### src/rtl/assert_macros.svh
// assertion macros shared by the rtl files that check themselves
// no dependencies; include by bare file name
`ifndef ASSERT_MACROS_SVH
`define ASSERT_MACROS_SVH

// antecedent implies consequent in the same cycle
`define ASSERT_IMP(label, clk, rst_n, ante, cons, msg) \
  label: assert property (@(posedge clk) disable iff (!rst_n) (ante) |-> (cons)) \
    else $error(msg);

// antecedent implies consequent in the cycle after
`define ASSERT_NXT(label, clk, rst_n, ante, cons, msg) \
  label: assert property (@(posedge clk) disable iff (!rst_n) (ante) |=> (cons)) \
    else $error(msg);

`endif

### src/rtl/ramr_pkg.sv
// shared types, constants and helper functions of the rational add/multiply unit
// no dependencies; imported by every module of the block
`default_nettype none

package ramr_pkg;

  localparam int OPERAND_BITS = 32;
  localparam int IN_W         = 32;
  localparam int MAG_W        = 2 * OPERAND_BITS;
  localparam int KCNT_W       = $clog2(MAG_W);
  localparam int DCNT_W       = $clog2(MAG_W);
  localparam int RES_NUM_W    = 64;
  localparam int RES_DEN_W    = 63;

  localparam logic CMD_ADD = 1'b0;
  localparam logic CMD_MUL = 1'b1;

  localparam logic [RES_NUM_W-1:0] NUM_MAX = {1'b0, {(RES_NUM_W-1){1'b1}}};

  typedef struct packed {
    logic                   command;
    logic signed [IN_W-1:0] a_num;
    logic signed [IN_W-1:0] a_den;
    logic signed [IN_W-1:0] b_num;
    logic signed [IN_W-1:0] b_den;
  } in_item_t;

  typedef struct packed {
    logic signed [RES_NUM_W-1:0] result_num;
    logic        [RES_DEN_W-1:0] result_den;
    logic                        invalid;
  } out_item_t;

  // sign-magnitude operand
  typedef struct packed {
    logic                    neg;
    logic [OPERAND_BITS-1:0] mag;
  } sm_op_t;

  // sign-magnitude wide value
  typedef struct packed {
    logic             neg;
    logic [MAG_W-1:0] mag;
  } smag_t;

  // status of an iterative unit
  typedef struct packed {
    logic busy;
    logic done;
  } unit_sts_t;

  typedef enum logic [3:0] {
    S_IDLE,
    S_MUL_DEN,
    S_MUL_X,
    S_MUL_Y,
    S_SUM,
    S_CHECK,
    S_GCD,
    S_DIVN,
    S_DIVD,
    S_FIN
  } seq_state_t;

  function automatic sm_op_t to_smag(logic [IN_W-1:0] raw);
    sm_op_t r;
    logic [OPERAND_BITS-1:0] w;
    w     = raw[OPERAND_BITS-1:0];
    r.neg = w[OPERAND_BITS-1];
    r.mag = r.neg ? (~w + 1'b1) : w;
    return r;
  endfunction

  function automatic smag_t sm_add(smag_t x, smag_t y);
    smag_t r;
    if (x.neg == y.neg) begin
      r.mag = x.mag + y.mag;
      r.neg = x.neg;
    end else if (x.mag >= y.mag) begin
      r.mag = x.mag - y.mag;
      r.neg = x.neg;
    end else begin
      r.mag = y.mag - x.mag;
      r.neg = y.neg;
    end
    if (r.mag == '0) r.neg = 1'b0;
    return r;
  endfunction

endpackage

`default_nettype wire

### src/rtl/ramr_mul.sv
// shared operand multiplier with registered product
// depends on ramr_pkg
`default_nettype none

module ramr_mul (
  input  logic                              clk,
  input  logic [ramr_pkg::OPERAND_BITS-1:0] a_i,
  input  logic [ramr_pkg::OPERAND_BITS-1:0] b_i,
  output logic [ramr_pkg::MAG_W-1:0]        p_r
);
  import ramr_pkg::*;

  logic [MAG_W-1:0] p_nxt;

  assign p_nxt = a_i * b_i;

  always_ff @(posedge clk) begin
    p_r <= p_nxt;
  end

endmodule

`default_nettype wire

### config.mk
export PLATFORM = sky130hd
export DESIGN_NAME = ramr_mul
export DESIGN_NICKNAME = d
export VERILOG_FILES = /design/src/rtl/assert_macros.svh /design/src/rtl/ramr_pkg.sv /design/src/rtl/ramr_mul.sv
export SDC_FILE = /design/constraint.sdc
export NUM_CORES = 2
export LEC_CHECK = 0
export BUFFER_PORTS_ARGS = -buffer_cell sky130_fd_sc_hd__buf_2
export CAP_MARGIN = 10
export CORE_MARGIN = 2
export CORE_UTILIZATION = 40
export CTS_CLUSTER_SIZE = 25
export DETAILED_ROUTE_END_ITERATION = 10
export PLACE_DENSITY = 0.6
export SLEW_MARGIN = 20
export SYNTH_ARGS = -nofsm -noshare
export SYNTH_HDL_FRONTEND = slang
export SYNTH_SLANG_ARGS = --single-unit
### constraint.sdc
create_clock -name clk -period 11.1 [get_ports clk]
set_input_delay 3.33 -clock clk [delete_from_list [all_inputs] [get_ports clk]]
set_output_delay 3.33 -clock clk [all_outputs]
set_load 0.01 [all_outputs]
# After elaboration in Yosys (flattened, before gate mapping)
# Index checks and enable logic that the tools add are counted.
[totals]
reg_bits = 64
inputBits = 65
wordCells = 2
[op_classes]
mul = 1
[op_table]
columns = ["cell", "n"]
rows = [
  ["$mul 32x32->64", 1],
]

# Longest topological paths before layout
[depth]
word_depth = 1
mapped_depth = 29

# Worst setup path after synthesis
# No wires, ideal clock.
[synth_path]
path_kind = "input-to-reg"
startpoint = "in a_i[25] (netlist name)"
endpoint = "reg p_r[62] (netlist name)"
setup_ps = 72
t_arrival_ps = 10006
path_slack_ps = 1022
cell_stages = 25
n_path_buf = 2
path_cell_list = "clkbuf_1 nand2_1 fa_1 inv_1 fa_1 inv_1 fa_1 inv_1 fa_1 fa_1 fa_1 fa_1 inv_1 fa_1 inv_1 ha_1 buf_2 nand4_1 or4_1 or3_1 a31oi_1 a31o_2 a211oi_1 o21ai_1 xor2_1"
[synth_via]
elab_chain_len = 1
[synth_rtl]
columns = ["element", "line_no", "source"]
rows = [
  ["start: declaration", "ramr_mul.sv:7", "input logic [ramr_pkg::OPERAND_BITS-1:0] a_i,"],
  ["$mul 32x32->64", "ramr_mul.sv:15", "assign p_nxt = a_i * b_i;"],
  ["via p_nxt[62]", "ramr_mul.sv:13", "logic [MAG_W-1:0] p_nxt;"],
  ["end signal: assignment", "ramr_mul.sv:18", "p_r <= p_nxt;"],
  ["end: declaration", "ramr_mul.sv:9", "output logic [ramr_pkg::MAG_W-1:0] p_r"],
]
# The timed path passes the listed nets, and every way through them passes these cells.

# Worst setup path in the final report
[layout_path]
startpoint = "in b_i[8] (netlist name)"
endpoint = "reg p_r[62] (netlist name)"
[layout_via]
elab_chain_len = 1
[layout_rtl]
columns = ["element", "line_no", "source"]
rows = [
  ["start: declaration", "ramr_mul.sv:8", "input logic [ramr_pkg::OPERAND_BITS-1:0] b_i,"],
  ["$mul 32x32->64", "ramr_mul.sv:15", ""],
  ["via p_nxt[62]", "ramr_mul.sv:13", ""],
]
# The timed path passes the listed nets, and every way through them passes these cells.

==> impl_metrics.yaml <==
drt:
  wirelength_mm: 97.48
  num_vias: 24820
  vias_per_cell: 5.067
  drt-initial-drc-count: 1313
  post-route-drc-count: 0
  ant_nets: 0
  wire_per_inst_um: 19.90
  first_pass_iters: 5
synthesis:
  synthArstFlopShare_pct: 0
  yosys-top-cells-area: "fa_1 (52%), and2_1 (11%), ha_1 (9.5%)"
  yosys_warnings: 0
  synth_top_cell_by_area: "fa_1"
  synth-seq-cells: 64
  ys_types: 56
  synth_edf_count: 0
  synth_cells: 3758
  synth_area_um2: 34630
  syn_nets: 4982
  ys.flop_type: "dfxtp_1"
  synth_top_cell_area_share_pct: 51.80
  postSynthAreaPerCell_um2: 9.215
  seq_area_frac_synth_pct: 3.700
sta:
  maxSlewViolCount: 0
  setup_violations: 0
  finalCritPeriodShare_pct: 97.00
  rsz0062_at_grt: "false"
  worst_pin_slew_ps: 819.7
  fin_setup_tns_ps: 0
  max_freq_ghz: 0.09288
  setup_slack_ps: 333.5
  relSlewSlack_pct: 45.35
  fin_crit_ps: 10770
  hold_viol_final: 0
layout:
  drive_gt1_share_pct: 6.182
  fillers: 8587
  largest_reg_flops: 64
  largest_register: "p_r"
  mostFrequentLayoutCells: "fa_1 (896), inv_1 (863), and2_1 (603), nand2_1 (478), ha_1 (263)"
  design_area_um2: 36790
  final_nets: 4973
  layout.area.seq_um2: 1281
  reg_top3: "p_r (64)"
  area_growth_pct: 6.243
  multi_input_area_um2: 29240
  final_common_cell: "fa_1"
  fin_cells: 4898
setup_path:
  crit_fanout: 32
  max_stage_delay_ps: 620
  cp_slowest_cell: "fa_1"
  critical_path_class: "in -> reg"
  cpLargestDelayFamily: "adder cells"
  crit_buf_inv: 2
  cp_cell_sequence: "buf_2 > nand2_1 > fa_1 > fa_1 > fa_1 > fa_1 > inv_1 > fa_1 > fa_1 > fa_1 > fa_1 > ha_1 > nand2_1 > or4_1 > or3_1 > a31oi_1 > a31o_2 > a211oi_1 > o21ai_1 > xor2_1"
  worst_path_most_repeated_cell: "fa_1"
  start_kind: "input pin"
  crit_arrival_ps: 11040
  worst_setup_path_end_kind: "flop"
  crit_required_ps: 11380
clock_network:
  cts_root_buf: "clkbuf_16"
  ctsResizeCount: 0
  cts_tree: "yes"
  clock-sinks: 64
  cts_buffers: 9
  clk_pin_slew_ps: 60
  htree_levels: 3
  cts_buffer_depth: 2
  post-cts-setup-buffer-count: 0
  ctsHoldBuffers: 0
global_route:
  grt_usage_pct: 22.67
  antenna_found_initial: 3
  grt_remaining_overflow: 0
  grt_pass1_wl_mm: 153.9
  grt_max_degree: 33
  grt_pass1_vias: 26780
floorplan:
  dieArea_um2: 88940
  coreArea_um2: 85410
  die_w_um: 298.2
  io_pins: 129
  rows: 107
  start_util_pct: 40.54
  die_y_um: 298.2
placed_design:
  placed_area_um2: 36470
  post-place-ws_ps: 118.7
  port_buffers: 128
  post-dp-hpwl_mm: 82.10
  gp_congestion: 0.8980
  dp.cells: 4882
hold_path:
  hold_depth: 2
  min_path_type: "in -> reg"
  worstHoldStart: "b_i[0]"
  holdPathEnd: "p_r[0]"
run_status:
  status: "finished clean"
run:
  drv_cap: 0
[routing by layer]
layer  GRT usage (%)  vias up  part of all wire [%]
met4           9.488        4                   4.9
met1           26.83    13080                    37
met5               0        -                 0.033
li1                -    10840                     -
met3           2.107      188                   4.3
met2           41.84      702                    54
[cell usage after synthesis (all sizes together) (4+ instances only)]
master	count
nor3	5
buf	11
nor2	21
fa	896
a21o	37
ha	263
xnor2	33
nand4	24
a31oi	12
dfxtp	64
a21oi	70
xor2	26
o21bai	10
o21ai	30
inv	863
o21a	8
and2	603
a211oi	4
and4	4
nand2	478
and3	14
a221o	4
or2	4
nand3	12
or3	5
clkbuf	216
[logic make-up after synthesis]
| logic type | Yosys count | share of synthesized area, % |
|---|---|---|
| XOR/XNOR | 59 | 1.492 |
| AND/OR/NAND/NOR | 1180 | 17.71 |
| buffers and inverters | 1090 | 11.85 |
| AO/OA/AOI/OAI | 205 | 3.917 |
| flip-flops | 64 | 3.700 |
| multiplexers | 1 | 0.02891 |
| adder cells (fa/ha/maj) | 1159 | 61.30 |
[stage by stage]
stage                     util (%)  hold WS, ps
final                        43.07         3708
after global routing         43.07         3693
after CTS                    43.07         3653
after detailed placement     42.69         3727
after global placement       42.69         3726
after floorplan                  -         3457
[how the worst max path moves through the flow]
stage                        from  endpoint  slack [ps]  depth (start not counted)
after floorplan           a_i[25]   p_r[62]        1020                         25
after global routing      b_i[10]   p_r[62]          90                         21
after CTS                  b_i[8]   p_r[62]         470                         20
final                      b_i[8]   p_r[62]         330                         20
after global placement    b_i[10]   p_r[62]         220                         21
after detailed placement   b_i[8]   p_r[62]         120                         20
[cell type report]
type / instances / share of cell area (%)
well taps: 1144 / 3.890
flip-flops and latches: 64 / 3.482
clock buffers: 12 / 0.6972
multi-input cells: 2604 / 79.49
repair buffers: 207 / 3.455
clock inverters: 3 / 0.1768
inverters: 863 / 8.805
diodes: 1 / 0.006802
Power is not shown: default switching activity piles up to over one toggle a cycle in this logic, so the estimate is an artifact.
