### src/rtl/assert_macros.svh
// assertion macros shared by the rtl files that check themselves
// no dependencies; include by bare file name
`ifndef ASSERT_MACROS_SVH
`define ASSERT_MACROS_SVH

// antecedent implies consequent in the same cycle
`define ASSERT_IMP(label, clk, rst_n, ante, cons, msg) \
  label: assert property (@(posedge clk) disable iff (!rst_n) (ante) |-> (cons)) \
    else $error(msg);

// antecedent implies consequent in the cycle after
`define ASSERT_NXT(label, clk, rst_n, ante, cons, msg) \
  label: assert property (@(posedge clk) disable iff (!rst_n) (ante) |=> (cons)) \
    else $error(msg);

`endif

### src/rtl/ramr_pkg.sv
// shared types, constants and helper functions of the rational add/multiply unit
// no dependencies; imported by every module of the block
`default_nettype none

package ramr_pkg;

  localparam int OPERAND_BITS = 32;
  localparam int IN_W         = 32;
  localparam int MAG_W        = 2 * OPERAND_BITS;
  localparam int KCNT_W       = $clog2(MAG_W);
  localparam int DCNT_W       = $clog2(MAG_W);
  localparam int RES_NUM_W    = 64;
  localparam int RES_DEN_W    = 63;

  localparam logic CMD_ADD = 1'b0;
  localparam logic CMD_MUL = 1'b1;

  localparam logic [RES_NUM_W-1:0] NUM_MAX = {1'b0, {(RES_NUM_W-1){1'b1}}};

  typedef struct packed {
    logic                   command;
    logic signed [IN_W-1:0] a_num;
    logic signed [IN_W-1:0] a_den;
    logic signed [IN_W-1:0] b_num;
    logic signed [IN_W-1:0] b_den;
  } in_item_t;

  typedef struct packed {
    logic signed [RES_NUM_W-1:0] result_num;
    logic        [RES_DEN_W-1:0] result_den;
    logic                        invalid;
  } out_item_t;

  // sign-magnitude operand
  typedef struct packed {
    logic                    neg;
    logic [OPERAND_BITS-1:0] mag;
  } sm_op_t;

  // sign-magnitude wide value
  typedef struct packed {
    logic             neg;
    logic [MAG_W-1:0] mag;
  } smag_t;

  // status of an iterative unit
  typedef struct packed {
    logic busy;
    logic done;
  } unit_sts_t;

  typedef enum logic [3:0] {
    S_IDLE,
    S_MUL_DEN,
    S_MUL_X,
    S_MUL_Y,
    S_SUM,
    S_CHECK,
    S_GCD,
    S_DIVN,
    S_DIVD,
    S_FIN
  } seq_state_t;

  function automatic sm_op_t to_smag(logic [IN_W-1:0] raw);
    sm_op_t r;
    logic [OPERAND_BITS-1:0] w;
    w     = raw[OPERAND_BITS-1:0];
    r.neg = w[OPERAND_BITS-1];
    r.mag = r.neg ? (~w + 1'b1) : w;
    return r;
  endfunction

  function automatic smag_t sm_add(smag_t x, smag_t y);
    smag_t r;
    if (x.neg == y.neg) begin
      r.mag = x.mag + y.mag;
      r.neg = x.neg;
    end else if (x.mag >= y.mag) begin
      r.mag = x.mag - y.mag;
      r.neg = x.neg;
    end else begin
      r.mag = y.mag - x.mag;
      r.neg = y.neg;
    end
    if (r.mag == '0) r.neg = 1'b0;
    return r;
  endfunction

endpackage

`default_nettype wire

### src/rtl/ramr_div.sv
// restoring divider, one quotient bit per cycle
// depends on ramr_pkg
`default_nettype none

module ramr_div (
  input  logic                       clk,
  input  logic                       rst_n,
  input  logic                       start_i,
  input  logic [ramr_pkg::MAG_W-1:0] n_i,
  input  logic [ramr_pkg::MAG_W-1:0] d_i,
  output logic [ramr_pkg::MAG_W-1:0] q_r,
  output ramr_pkg::unit_sts_t        sts_o
);
  import ramr_pkg::*;

  localparam logic [DCNT_W-1:0] LAST = DCNT_W'(MAG_W - 1);

  logic [MAG_W-1:0]  r_r, d_r;
  logic [DCNT_W-1:0] cnt_r;
  logic              busy_r, done_r;
  logic [MAG_W:0]    rs, diff;
  logic              qbit;
  logic              last;

  assign rs   = {r_r, q_r[MAG_W-1]};
  assign diff = rs - {1'b0, d_r};
  assign qbit = !diff[MAG_W];
  assign last = busy_r && (cnt_r == LAST);

  always_ff @(posedge clk) begin
    if (!rst_n) begin
      busy_r <= 1'b0;
      done_r <= 1'b0;
    end else begin
      done_r <= last;
      if (start_i) begin
        busy_r <= 1'b1;
      end else if (last) begin
        busy_r <= 1'b0;
      end
    end
  end

  always_ff @(posedge clk) begin
    if (start_i) begin
      q_r   <= n_i;
      d_r   <= d_i;
      r_r   <= '0;
      cnt_r <= '0;
    end else if (busy_r) begin
      q_r   <= {q_r[MAG_W-2:0], qbit};
      r_r   <= qbit ? diff[MAG_W-1:0] : rs[MAG_W-1:0];
      cnt_r <= cnt_r + 1'b1;
    end
  end

  assign sts_o.busy = busy_r;
  assign sts_o.done = done_r;

endmodule

`default_nettype wire

### config.mk
export PLATFORM = sky130hd
export DESIGN_NAME = ramr_div
export DESIGN_NICKNAME = d
export VERILOG_FILES = /design/src/rtl/assert_macros.svh /design/src/rtl/ramr_pkg.sv /design/src/rtl/ramr_div.sv
export SDC_FILE = /design/constraint.sdc
export NUM_CORES = 1
export LEC_CHECK = 0
export ABC_AREA = 0
export BUFFER_PORTS_ARGS = -buffer_cell sky130_fd_sc_hd__buf_2
export CORE_ASPECT_RATIO = 0.8
export CORE_UTILIZATION = 40
export DETAILED_ROUTE_END_ITERATION = 7
export PLACE_DENSITY = 0.68
export SYNTH_ARGS = -nofsm -noshare
export SYNTH_HDL_FRONTEND = slang
export SYNTH_SLANG_ARGS = --single-unit
export TNS_END_PERCENT = 30
### constraint.sdc
create_clock -name clk -period 3.9 [get_ports clk]
set_clock_uncertainty 0.2 [all_clocks]
set_input_delay 0.195 -clock clk [delete_from_list [all_inputs] [get_ports clk]]
set_output_delay 0.195 -clock clk [all_outputs]
set_load 0.02 [all_outputs]
-- Yosys cells after proc, flatten, opt, wreduce, memory -nomap -nowiden
Index checks and enable logic that the tools add are counted.
- reduce and logical (&&, ||, !) cells: 4
- mux-type cells: 5
- add/subtract/negate cells: 2
- equality and inequality tests: 1
- operator list (operator ; count):
    64-bit 2-to-1 mux ; 3
    65-bit by 64-bit subtractor with 65-bit output ; 1
    6-bit by 1-bit adder with 6-bit output, second input constant ; 1
    6-bit == test, second input constant ; 1
    2-bit nonzero test ; 2
    1-bit 2-to-1 mux ; 2
    1-bit logical AND ; 1
    1-bit zero test ; 1
- output and inout bits: 66
- register bits after elaboration: 200
- logic and storage cells: 18

-- Depth between registers and ports, before layout
- depth after elaboration: 4
- mapped depth: 15
- depth with buffers taken out: 13

-- Worst setup path after synthesis
No wires, ideal clock.
- kind: register to register
- start point: register q_r[63] (netlist name)
- end point: register q_r[0] (netlist name) (data pin)
- period minus slack after synthesis: 3.424 ns
- data arrival time: 2.954 ns
- data required time: 3.429 ns
- slack: 0.476 ns
- path buffers: 2
- cell stages (with the launch flop): 15
- cell sequence: edfxtp_1 inv_1 ha_1 fa_1 nand2b_1 a21oi_1 o21ba_4 o31ai_4 nor4_4 o21ai_2 a31oi_4 xnor2_4 buf_6 buf_2 o21ai_0
- cells in the longest elaborated chain, start to end: 4
- ends and longest elaborated chain (what ; line ; source):
    from (decl) ; ramr_div.sv:11 ; output logic [ramr_pkg::MAG_W-1:0] q_r,
    from (signal assigned) ; ramr_div.sv:46 ; q_r <= n_i;
    from (signal assigned) ; ramr_div.sv:51 ; q_r <= {q_r[MAG_W-2:0], qbit};
    65-bit by 64-bit subtractor with 65-bit output ; ramr_div.sv:26 ; assign diff = rs - {1'b0, d_r};
    1-bit zero test ; ramr_div.sv:27 ; assign qbit = !diff[MAG_W];
    64-bit 2-to-1 mux ; ramr_div.sv:50 ; end else if (busy_r) begin
    64-bit 2-to-1 mux ; ramr_div.sv:45 ; if (start_i) begin
Every way passes these cells. The select of a mux whose other input is x is not followed.
A chain may end at the register's enable or synchronous reset.

-- Worst setup path after layout
- start point: register q_r[63] (netlist name)
- end point: register r_r[61]
- cells in the longest elaborated chain, start to end: 2
- ends and longest elaborated chain (what ; line ; source):
    65-bit by 64-bit subtractor with 65-bit output ; ramr_div.sv:26 ;
    64-bit 2-to-1 mux ; ramr_div.sv:52 ; r_r <= qbit ? diff[MAG_W-1:0] : rs[MAG_W-1:0];
    to (signal assigned) ; ramr_div.sv:52 ;
    to (decl) ; ramr_div.sv:18 ; logic [MAG_W-1:0] r_r, d_r;
Every way passes these cells.

==> results.cfg <==
[timing]
slew_violations = 0
hold_ws_ns = 0.250
relSlewSlack_pct = 30.4
rsz0062_at_grt = false
tightest_slew_ns = 1.04
worst_slack_ns = 0.286
fin_crit_sh_pct = 92.7
hold_viol_final = 0
fin_setup_tns_ns = 0
fin_crit_ns = 3.61
fmax_mhz = 277
setup_viol_count_final = 0

[synthesis]
synth_area_mm2 = 0.0119
seq_area_frac_synth_pct = 44.4
yosys.area_share.simple_pct = 11.8
synth.avg_cell_area_um2 = 10.1
ys.warnings.count = 0
synth_top_area_cell = edfxtp_1
synth_mux_area_share_pct = 9.00
syn_inst = 1183
synth-xor-area-share_pct = 4.58
synth_fp_nets = 1380
synthAdderAreaFrac_pct = 7.01
synthFlopType = edfxtp_1
synth-seq-cells = 200
synth_compound_area_share_pct = 18.0
yosysMostFrequentCell = edfxtp_1
netlist-cell-type-count = 77
synth-edff-count = 128
async_reset_ff_share_pct = 0
yosys-top-cells-area = edfxtp_1, dfxtp_1, ha_1, mux2_2, a21oi_1
synth_top_family_by_area = compound AO/OA/AOI/OAI gates
yosysTopAreaCellShare_pct = 32.3
ys_top_cells_by_count = edfxtp_1, a21oi_1, nand2_1

[cells_and_area]
nets = 1691
fin_cells = 1885
area_delta_synth_final_pct = 28.2
multi_input_area_mm2 = 0.00603
final_cell_area_mm2 = 0.0152
fin_util_pct = 52.0
regArea_mm2 = 0.00529
fill_cells = 2622
drive_gt1_share_pct = 22.4

[global_route]
globalRouteOverflowTotal = 0
grt_pass1_vias = 9759
antenna_found_initial = 1
grt_max_degree = 65
grt_pass1_wl_um = 52400
grtUsageTotal_pct = 21.6

[worst_setup_path]
r2r.worst_path.cells = 13
cp-end-kind = register
arrival_ns = 3.72
worst-path-stages = 13
worstSetupPathType = register to register
critPathTopFamily = compound AO/OA/AOI/OAI gates
required_ns = 4.01
slowest_stage = nand2b_1
crit_path_max_incr_delay_ns = 0.43
crit_path_start_kind = register
crit_chain = inv_1, ha_1, fa_1, nand2b_4, a21oi_2, o21ba_4, o31ai_4, nor4_4, o21ai_2, a31oi_4, xnor2_4, nand2b_1, o21ai_0
cp_num_buf_inv = 1
crit_fanout = 10

[power_and_ir_drop]
max-vdd-ir-drop_mv = 0.317
power.density_mw_per_mm2 = 367
power_switching_mw = 1.75
p_seq_share_pct = 45.3
p_int_mw = 3.84
swShare_pct = 31.3
p_leak_nw = 6.57
clockPowerShare_pct = 32.7
combPwrFrac_pct = 22.0
p_total_mw = 5.59

[floorplanning]
start_util_pct = 40.6
die-area_mm2 = 0.0304
dieWidth_um = 195
design.core.area_mm2 = 0.0293
die_h_um = 156
boundaryPins = 197
rows = 56

[clock_tree]
clock_tree.buffer_depth = 2
cts_tree = done
clock-sinks = 200
insertion_delay_ns = 0.45
root_buffer = clkbuf_16
clk_pin_slew_ns = 0.09
cts_htree_levels = 4
cts_made_buffers = 17

[drt]
wire_per_inst_um = 17.3
postRouteWirelength_um = 32600
first_iter_violations = 713
vias = 10100
drt_pass1_iterations = 6
vias_per_cell = 5.35
ant_nets = 0
remaining_drc_errors = 0

[hold_path]
hold_depth = 2
hp-class = input pin to register

[place]
io_buffers = 196
place.gp.congestion = 0.924
place_inst = 1714
place_area_mm2 = 0.0133
place_ws_ns = 0.0146
hpwlAfterDp_um = 22400

[status]
status = completed

[run]
drv_cap = 0
worst paths after layout:
| kind | start | to | slack (ns) |
|---|---|---|---|
| max reg2reg | q_r[63] | r_r[61] | 0.29 |
| min | d_i[53] | d_r[53] | 0.25 |
| min reg2reg | cnt_r[5] | done_r | 0.28 |
| max | q_r[63] | r_r[61] | 0.29 |
layer usage:
| layer | track usage [%] | share of wire [%] | vias to the layer above |
|---|---|---|---|
| met5 | 0 | 0 | - |
| met4 | 5.96 | 1.4 | 0 |
| met3 | 4.18 | 6.2 | 31 |
| met2 | 33.8 | 45 | 347 |
| met1 | 30.5 | 48 | 4734 |
| li1 | - | - | 4969 |
cell families after synthesis:
kind of cell    after synthesis
compound gates              317
simple gates                296
flops                       200
buf+inv                     145
mux                          99
fa+ha+maj                    66
xor+xnor                     60
layout by cell type, fill, tap and decap left out, types with 13 or more instances in the layout:
cell type and instances:
dlygate4sd3_1 131, nor3_1 15, nand4_1 17, a21oi_1 87, inv_1 82, o21ai_0 60, nand2_1 85, a21o_1 17
buf_2 195, xnor2_1 38, nor2_1 82, a211oi_1 34, ha_1 65, mux2i_1 36, o21a_1 13, mux2_2 63
clkbuf_16 17, dfxtp_1 71, edfxtp_1 128, buf_4 22, nand3_1 34, xor2_1 21
power groups by stage:
stage / clock, mW / sequential [mW] / combinational, mW
3_3_place_gp: 0 / 2.57 / 1.09
6_report: 1.83 / 2.53 / 1.23
3_5_place_dp: 0 / 2.57 / 1.10
4_1_cts: 1.87 / 2.53 / 1.21
5_1_grt: 1.94 / 2.55 / 1.35
2_1_floorplan: 0 / 2.64 / 0.687
layout make-up:
cell class                 count  share of cell area [%]
multi-input combinational    839                    39.6
tap                          377                    3.09
clock buffer                  18                    2.82
sequential                   200                    34.7
inverter                      83                    2.04
timing repair buffer         353                    16.7
clock inverter                14                    1.11
antenna                        1                  0.0164
flip-flops by register name, summed over array words and instances, names as in the netlist:
signal  count
busy_r      1
cnt_r       6
d_r        64
done_r      1
q_r        64
r_r        64
repair_timing:
| action | CTS | global route |
|---|---|---|
| endpoints found under the setup margin | 1 | 55 |
| gates cloned | 1 | 0 |
| buffers inserted | 0 | 6 |
| hold buffers | 131 | 0 |
| endpoints found under the hold margin | 150 | 0 |
| pin swaps | 1 | 1 |
| resized for setup | 0 | 2 |
(Power assumes the default switching activity.)
