`src/rtl/assert_macros.svh`:
```
// assertion macros shared by the rtl files that check themselves
// no dependencies; include by bare file name
`ifndef ASSERT_MACROS_SVH
`define ASSERT_MACROS_SVH

// antecedent implies consequent in the same cycle
`define ASSERT_IMP(label, clk, rst_n, ante, cons, msg) \
  label: assert property (@(posedge clk) disable iff (!rst_n) (ante) |-> (cons)) \
    else $error(msg);

// antecedent implies consequent in the cycle after
`define ASSERT_NXT(label, clk, rst_n, ante, cons, msg) \
  label: assert property (@(posedge clk) disable iff (!rst_n) (ante) |=> (cons)) \
    else $error(msg);

`endif

```
`src/rtl/ramr_pkg.sv`:
```
// shared types, constants and helper functions of the rational add/multiply unit
// no dependencies; imported by every module of the block
`default_nettype none

package ramr_pkg;

  localparam int OPERAND_BITS = 32;
  localparam int IN_W         = 32;
  localparam int MAG_W        = 2 * OPERAND_BITS;
  localparam int KCNT_W       = $clog2(MAG_W);
  localparam int DCNT_W       = $clog2(MAG_W);
  localparam int RES_NUM_W    = 64;
  localparam int RES_DEN_W    = 63;

  localparam logic CMD_ADD = 1'b0;
  localparam logic CMD_MUL = 1'b1;

  localparam logic [RES_NUM_W-1:0] NUM_MAX = {1'b0, {(RES_NUM_W-1){1'b1}}};

  typedef struct packed {
    logic                   command;
    logic signed [IN_W-1:0] a_num;
    logic signed [IN_W-1:0] a_den;
    logic signed [IN_W-1:0] b_num;
    logic signed [IN_W-1:0] b_den;
  } in_item_t;

  typedef struct packed {
    logic signed [RES_NUM_W-1:0] result_num;
    logic        [RES_DEN_W-1:0] result_den;
    logic                        invalid;
  } out_item_t;

  // sign-magnitude operand
  typedef struct packed {
    logic                    neg;
    logic [OPERAND_BITS-1:0] mag;
  } sm_op_t;

  // sign-magnitude wide value
  typedef struct packed {
    logic             neg;
    logic [MAG_W-1:0] mag;
  } smag_t;

  // status of an iterative unit
  typedef struct packed {
    logic busy;
    logic done;
  } unit_sts_t;

  typedef enum logic [3:0] {
    S_IDLE,
    S_MUL_DEN,
    S_MUL_X,
    S_MUL_Y,
    S_SUM,
    S_CHECK,
    S_GCD,
    S_DIVN,
    S_DIVD,
    S_FIN
  } seq_state_t;

  function automatic sm_op_t to_smag(logic [IN_W-1:0] raw);
    sm_op_t r;
    logic [OPERAND_BITS-1:0] w;
    w     = raw[OPERAND_BITS-1:0];
    r.neg = w[OPERAND_BITS-1];
    r.mag = r.neg ? (~w + 1'b1) : w;
    return r;
  endfunction

  function automatic smag_t sm_add(smag_t x, smag_t y);
    smag_t r;
    if (x.neg == y.neg) begin
      r.mag = x.mag + y.mag;
      r.neg = x.neg;
    end else if (x.mag >= y.mag) begin
      r.mag = x.mag - y.mag;
      r.neg = x.neg;
    end else begin
      r.mag = y.mag - x.mag;
      r.neg = y.neg;
    end
    if (r.mag == '0) r.neg = 1'b0;
    return r;
  endfunction

endpackage

`default_nettype wire

```
`src/rtl/ramr_gcd.sv`:
```
// binary gcd, one reduction step per cycle, for two nonzero magnitudes
// depends on ramr_pkg
`default_nettype none

module ramr_gcd (
  input  logic                       clk,
  input  logic                       rst_n,
  input  logic                       start_i,
  input  logic [ramr_pkg::MAG_W-1:0] x_i,
  input  logic [ramr_pkg::MAG_W-1:0] y_i,
  output logic [ramr_pkg::MAG_W-1:0] g_r,
  output ramr_pkg::unit_sts_t        sts_o
);
  import ramr_pkg::*;

  logic [MAG_W-1:0]  u_r, v_r, u_nxt, v_nxt;
  logic [KCNT_W-1:0] k_r, k_nxt;
  logic              busy_r, done_r;
  logic [MAG_W-1:0]  d_uv, d_vu;
  logic              fin;

  assign d_uv = u_r - v_r;
  assign d_vu = v_r - u_r;
  assign fin  = busy_r && (u_r == v_r);

  always_comb begin
    u_nxt = u_r;
    v_nxt = v_r;
    k_nxt = k_r;
    if (!u_r[0] && !v_r[0]) begin
      // common factor of two
      u_nxt = u_r >> 1;
      v_nxt = v_r >> 1;
      k_nxt = k_r + 1'b1;
    end else if (!u_r[0]) begin
      u_nxt = u_r >> 1;
    end else if (!v_r[0]) begin
      v_nxt = v_r >> 1;
    end else if (u_r > v_r) begin
      u_nxt = d_uv >> 1;
    end else begin
      v_nxt = d_vu >> 1;
    end
  end

  always_ff @(posedge clk) begin
    if (!rst_n) begin
      busy_r <= 1'b0;
      done_r <= 1'b0;
    end else begin
      done_r <= fin;
      if (start_i) begin
        busy_r <= 1'b1;
      end else if (fin) begin
        busy_r <= 1'b0;
      end
    end
  end

  always_ff @(posedge clk) begin
    if (start_i) begin
      u_r <= x_i;
      v_r <= y_i;
      k_r <= '0;
    end else if (busy_r && !fin) begin
      u_r <= u_nxt;
      v_r <= v_nxt;
      k_r <= k_nxt;
    end
    if (fin) g_r <= u_r << k_r;
  end

  assign sts_o.busy = busy_r;
  assign sts_o.done = done_r;

endmodule

`default_nettype wire

```
`config.mk`:
```
export PLATFORM = sky130hd
export DESIGN_NAME = ramr_gcd
export DESIGN_NICKNAME = d
export VERILOG_FILES = /design/src/rtl/assert_macros.svh /design/src/rtl/ramr_pkg.sv /design/src/rtl/ramr_gcd.sv
export SDC_FILE = /design/constraint.sdc
export NUM_CORES = 1
export LEC_CHECK = 0
export ABC_CLOCK_PERIOD_IN_PS = 6700
export BUFFER_PORTS_ARGS = -buffer_cell sky130_fd_sc_hd__buf_4
export CAP_MARGIN = 15
export CORE_MARGIN = 5
export CORE_UTILIZATION = 45
export DETAILED_ROUTE_END_ITERATION = 7
export HOLD_SLACK_MARGIN = 0.02
export PLACE_DENSITY = 0.67
export SYNTH_ARGS = -nofsm -noshare
export SYNTH_HDL_FRONTEND = slang
export SYNTH_SLANG_ARGS = --single-unit
```
`constraint.sdc`:
```
create_clock -name clk -period 6.7 [get_ports clk]
set_clock_uncertainty 0.1 [all_clocks]
set_input_delay 0.335 -clock clk [delete_from_list [all_inputs] [get_ports clk]]
set_output_delay 0.335 -clock clk [all_outputs]
set_load 0.05 [all_outputs]
```
== Yosys cells after proc, flatten, opt, wreduce, memory -nomap -nowiden ==
Index checks and enable logic that the tools add are counted.

* Bits in registers: 200
* Input port bits: 131
* Output and inout bits: 66
* Word-level logic and storage cells: 44

* Add/subtract/negate cells: 3
* $lt $le $gt $ge: 1
* Eq/ne operators: 4
* Shift-type cells: 1
* Multiplexer cells: 14
* Reduce and logical (&&, ||, !) cells: 13

{| class="wikitable"
|+ Operator list
! cell !! count
|-
| $mux W64 || 12
|-
| $sub A64 B64 Y64 || 2
|-
| $eq A64 B64 Y1 || 1
|-
| $gt A64 B64 Y1 || 1
|-
| $shl A64 B6 Y64 || 1
|-
| $ne A4 B2 Y1 const B || 2
|-
| $add A6 B1 Y6 const B || 1
|-
| $reduce_and A3 Y1 || 2
|-
| $ne A4 B4 Y1 const B || 1
|-
| $reduce_and A2 Y1 || 2
|-
| $reduce_bool A2 Y1 || 2
|-
| $logic_and A1 B1 Y1 || 3
|-
| $logic_not A1 Y1 || 3
|-
| $reduce_bool A3 Y1 || 1
|-
| $mux W1 || 2
|}

== Depth between registers and ports, before layout ==
* Depth in word-level cells: 7
* Mapped depth: 14
* Gate-level depth less buffers: 12

== Worst setup path before layout ==
Ideal clock, no wire load.

* Kind: reg-to-reg
* From: reg u_r[0]
* To: reg v_r[10] (enable)
* Library setup time: 0.511 ns
* Arrival: 5.791 ns
* Required time: 6.089 ns
* Path slack: 0.298 ns
* Stages on the path, launching flop included: 13
* Clock period less this slack: 6.402 ns
* Cells stage by stage: edfxtp_1 inv_1 ha_1 fa_1 nand2b_1 a211oi_1 nor3_2 o221ai_2 a221oi_4 o21ai_4 buf_6 buf_2 a22oi_1

* Word-level cells in the longest chain between the ends: 6

{| class="wikitable"
|+ RTL lines
! element !! line !! text
|-
| from (decl) || ramr_gcd.sv:16 || <nowiki>logic [MAG_W-1:0] u_r, v_r, u_nxt, v_nxt;</nowiki>
|-
| from (signal assigned) || ramr_gcd.sv:62 || <nowiki>u_r <= x_i;</nowiki>
|-
| from (signal assigned) || ramr_gcd.sv:66 || <nowiki>u_r <= u_nxt;</nowiki>
|-
| parallel branches: the longest is 5 deep, another holds $gt A64 B64 Y1 || - ||
|-
| $reduce_and A3 Y1 (no line) (*) || - ||
|-
| to (signal assigned) || ramr_gcd.sv:63 || <nowiki>v_r <= y_i;</nowiki>
|-
| to (signal assigned) || ramr_gcd.sv:67 || <nowiki>v_r <= v_nxt;</nowiki>
|-
| to (decl) || ramr_gcd.sv:16 ||
|}

Every way passes the cells marked *.
A chain may end at the register's enable or synchronous reset.

== Worst setup path in the final report ==
* From: reg u_r[37]
* To: reg u_r[34] (enable)

* Word-level cells in the longest chain between the ends: 6

{| class="wikitable"
|+ RTL lines
! element
|-
| parallel branches: the longest is 5 deep, another holds $gt A64 B64 Y1
|-
| $reduce_and A3 Y1 (no line) (*)
|}

Marked as above.

==> reports/metrics.cfg <==
[synthesis]
netlist_area_mm2 = 0.0207
synth_edf_count = 192
synth_cell_type_count = 86
synth_cells = 2534
synthDominantCellAreaShare = 0.279
avgSynthCellArea_um2 = 8.16
yosysTopAreaCell = edfxtp_1
synth-async-reset-ratio = 0
synth_nets = 2797
ys_seq_area_frac = 0.286
synth_warnings = 0
ys_ff_latch = 200
synthFlopType = edfxtp_1
synthTopCellsByArea = edfxtp_1, ha_1, o21ai_0

[detailed_routing]
drt_iter0_markers = 2945
drt-vias-per-instance = 6.52
drtPass1Iterations = 6
vias = 21500
wire_per_inst_um = 26.6
drt_wl_total_um = 87300
drc = 0
antenna_left = 0

[place]
gp_congestion = 1.03
dpl.hpwl_um = 67800
io_buffers = 196
numPlacedInstances = 3189

[timing]
drv_slew = 0
finalCriticalPeriod_ns = 4.99
rsz0062_at_grt = no
tightest_slew_ns = 1.30
fmax_mhz = 200
hold_viol_final = 0
slew-limit-headroom = 0.132
finalCritPeriodShare = 0.745
fin_setup_tns_ns = 0
setup_violations = 0

[flow_run]
cap_violations = 0

[clocking]
clk_latency_ns = 0.52
htree_levels = 4
ctsResizeCount = 0
root_buffer = clkbuf_16
clkTransAtPathRegs_ns = 0.09
numCtsBuffers = 17
postCtsSetupBuffers = 0
cts_sinks = 200
cts_tree = yes
clockBufferDepth = 2

[grt]
track_usage = 0.336
grt_pass1_vias = 19700
antenna_found_initial = 0
grt_pass1_wl_um = 129000
grt-ovfl-total = 0
grt_max_degree = 80

[layout]
drive_gt1_frac = 0.134
post-route-util = 0.523
final_cells = 3289
n_antenna_cell = 0
syn2layout_area_growth_pct = 14.8
num-nets-final = 2939

[hold_path]
min_path_type = in2reg

[run_status]
status = completed

[power]
p_seq_frac = 0.233
ir_drop_mv = 0.212
powerDensity_mw_per_mm2 = 355
power.internal_uw = 4040
leakage_uw = 0.00976
pwr-share-comb = 0.640
netSwitchingPower_uw = 4380
p_sw_frac = 0.521
clockPowerShare = 0.128

[critical_path]
crit_type = reg2reg
setup.worst_path.start_class = flop
path_buf_inv = 3
path_delay_family = simple AND/OR/NAND/NOR gates
worstPathCellList = inv_1, ha_1, nand4_2, nor4_1, and3_1, a221oi_4, o21ai_4, buf_4, nor2_1, o21ai_0, a21o_2, buf_12
cp_max_fo = 51
arrival_ns = 5.06
endpoint_kind = flop
crit_slowest_cell = nor4_1
required_ns = 6.77
max_stage_delay_ns = 0.67

[floorplanning]
pin_count = 197
chipHeight_um = 224
die_area_mm2 = 0.0504
core.rowCount = 78
start_util = 0.456
core_mm2 = 0.0454
die_x_um = 224

-- synth_stat cells (all sizes together), types with 44 or more instances --
cell type / count
ha: 130
clkbuf: 118
nand4: 53
a21oi: 221
nor3: 44
o21ai: 252
edfxtp: 192
nor2: 220
nand2: 305
inv: 179
buf: 58
xnor2: 74
o21a: 76
a21o: 59
mux4: 52
mux2i: 54
-- worst reg2reg max path, delay by kind of cell, from the launching register on --
family                   cells  cell delay, ns
AO/OA/AOI/OAI                4            1.10
adder cells (fa/ha/maj)      1            0.58
buffers and inverters        3            0.79
flip-flops                   1            0.58
AND/OR/NAND/NOR              4            1.41
-- cell families (layout without fill, tap and decap cells) --
logic type                 Yosys count  count (layout)  share of synthesized area
xor gates and xnor gates           103             103                     0.0436
muxes                              111             111                     0.0855
DFF                                200             200                      0.286
AOI/OAI and AO/OA                  897             897                      0.278
adders and majority gates          132             132                     0.0806
buffers and inverters              358             513                     0.0682
and+or+nand+nor                    733             733                      0.158
-- sequential cells by signal (all words and copies together) (netlist names) --
name and flops:
v_r 64, g_r 64, k_r 6, u_r 64, busy_r 1, done_r 1
-- placed cells by master (no fill, tap or decap), drive strengths merged, types with 15 or more instances in the layout --
master / netlist / routed
a21o: 59 / 59
xnor2: 74 / 74
ha: 130 / 130
mux2i: 54 / 54
a31oi: 24 / 24
mux4: 52 / 52
xor2: 29 / 29
o21ai: 252 / 252
dlygate4sd3: 0 / 67
nand3: 23 / 23
nand4: 53 / 53
a21oi: 221 / 221
o22ai: 20 / 20
inv: 179 / 189
nor2: 220 / 220
o21a: 76 / 76
a221oi: 24 / 24
nor3: 44 / 44
a211oi: 23 / 23
o21bai: 39 / 39
buf: 58 / 231
o221ai: 22 / 22
clkbuf: 118 / 18
edfxtp: 192 / 192
nand2: 305 / 305
a21boi: 15 / 15
-- area by class of cell --
cell class / count / area (um^2)
well taps: 600 / 751
repair buffers: 299 / 2450
flip-flops and latches: 200 / 5930
inverters: 182 / 683
fillers: 4371 / 21600
multi-input cells: 1976 / 13400
clock inverters: 14 / 130
clock buffers: 18 / 429
-- through the flow --
stage                     hold slack (ns)  setup slack, ns  area, um^2  total power (uW)
after floorplan                     0.357            0.298       20700              5370
after global placement              0.421             1.80       22500              7130
after detailed placement            0.429             1.90       22500              7090
after CTS                          0.0206             1.88       23700              8210
after global routing               0.0460             1.60       23700              8800
final                              0.0465             1.71       23700              8420
-- power groups by stage --
stage	combinational, uW	sequential, uW	clock (uW)
2_1_floorplan	3530	1840	0
3_3_place_gp	5150	1970	0
3_5_place_dp	5110	1980	0
4_1_cts	5170	1950	1080
5_1_grt	5710	1970	1120
6_report	5390	1960	1070
-- path summary, 6_finish.rpt --
kind	start	to	slack (ns)	cells past startpoint
max	u_r[37]$_DFFE_PP_	u_r[34]$_DFFE_PP_	1.71	12
min	y_i[59]	v_r[59]$_DFFE_PP_	0.05	3
max reg2reg	u_r[37]$_DFFE_PP_	u_r[34]$_DFFE_PP_	1.71	12
min reg2reg	k_r[4]$_SDFFE_PP0P_	k_r[4]$_SDFFE_PP0P_	0.45	3
-- layer usage --
layer,track usage,part of all wire,up-vias
met1,0.489,0.43,10400
met5,0,0,-
li1,-,-,9557
met3,0.0707,0.10,190
met2,0.496,0.43,1293
met4,0.119,0.039,0
-- repair_timing --
item,4_1_cts,5_1_grt
hold buffers,67,0
hold endpoints to repair,68,0
setup endpoints to repair,0,0
Note: power is estimated with default switching activity, not from simulation.
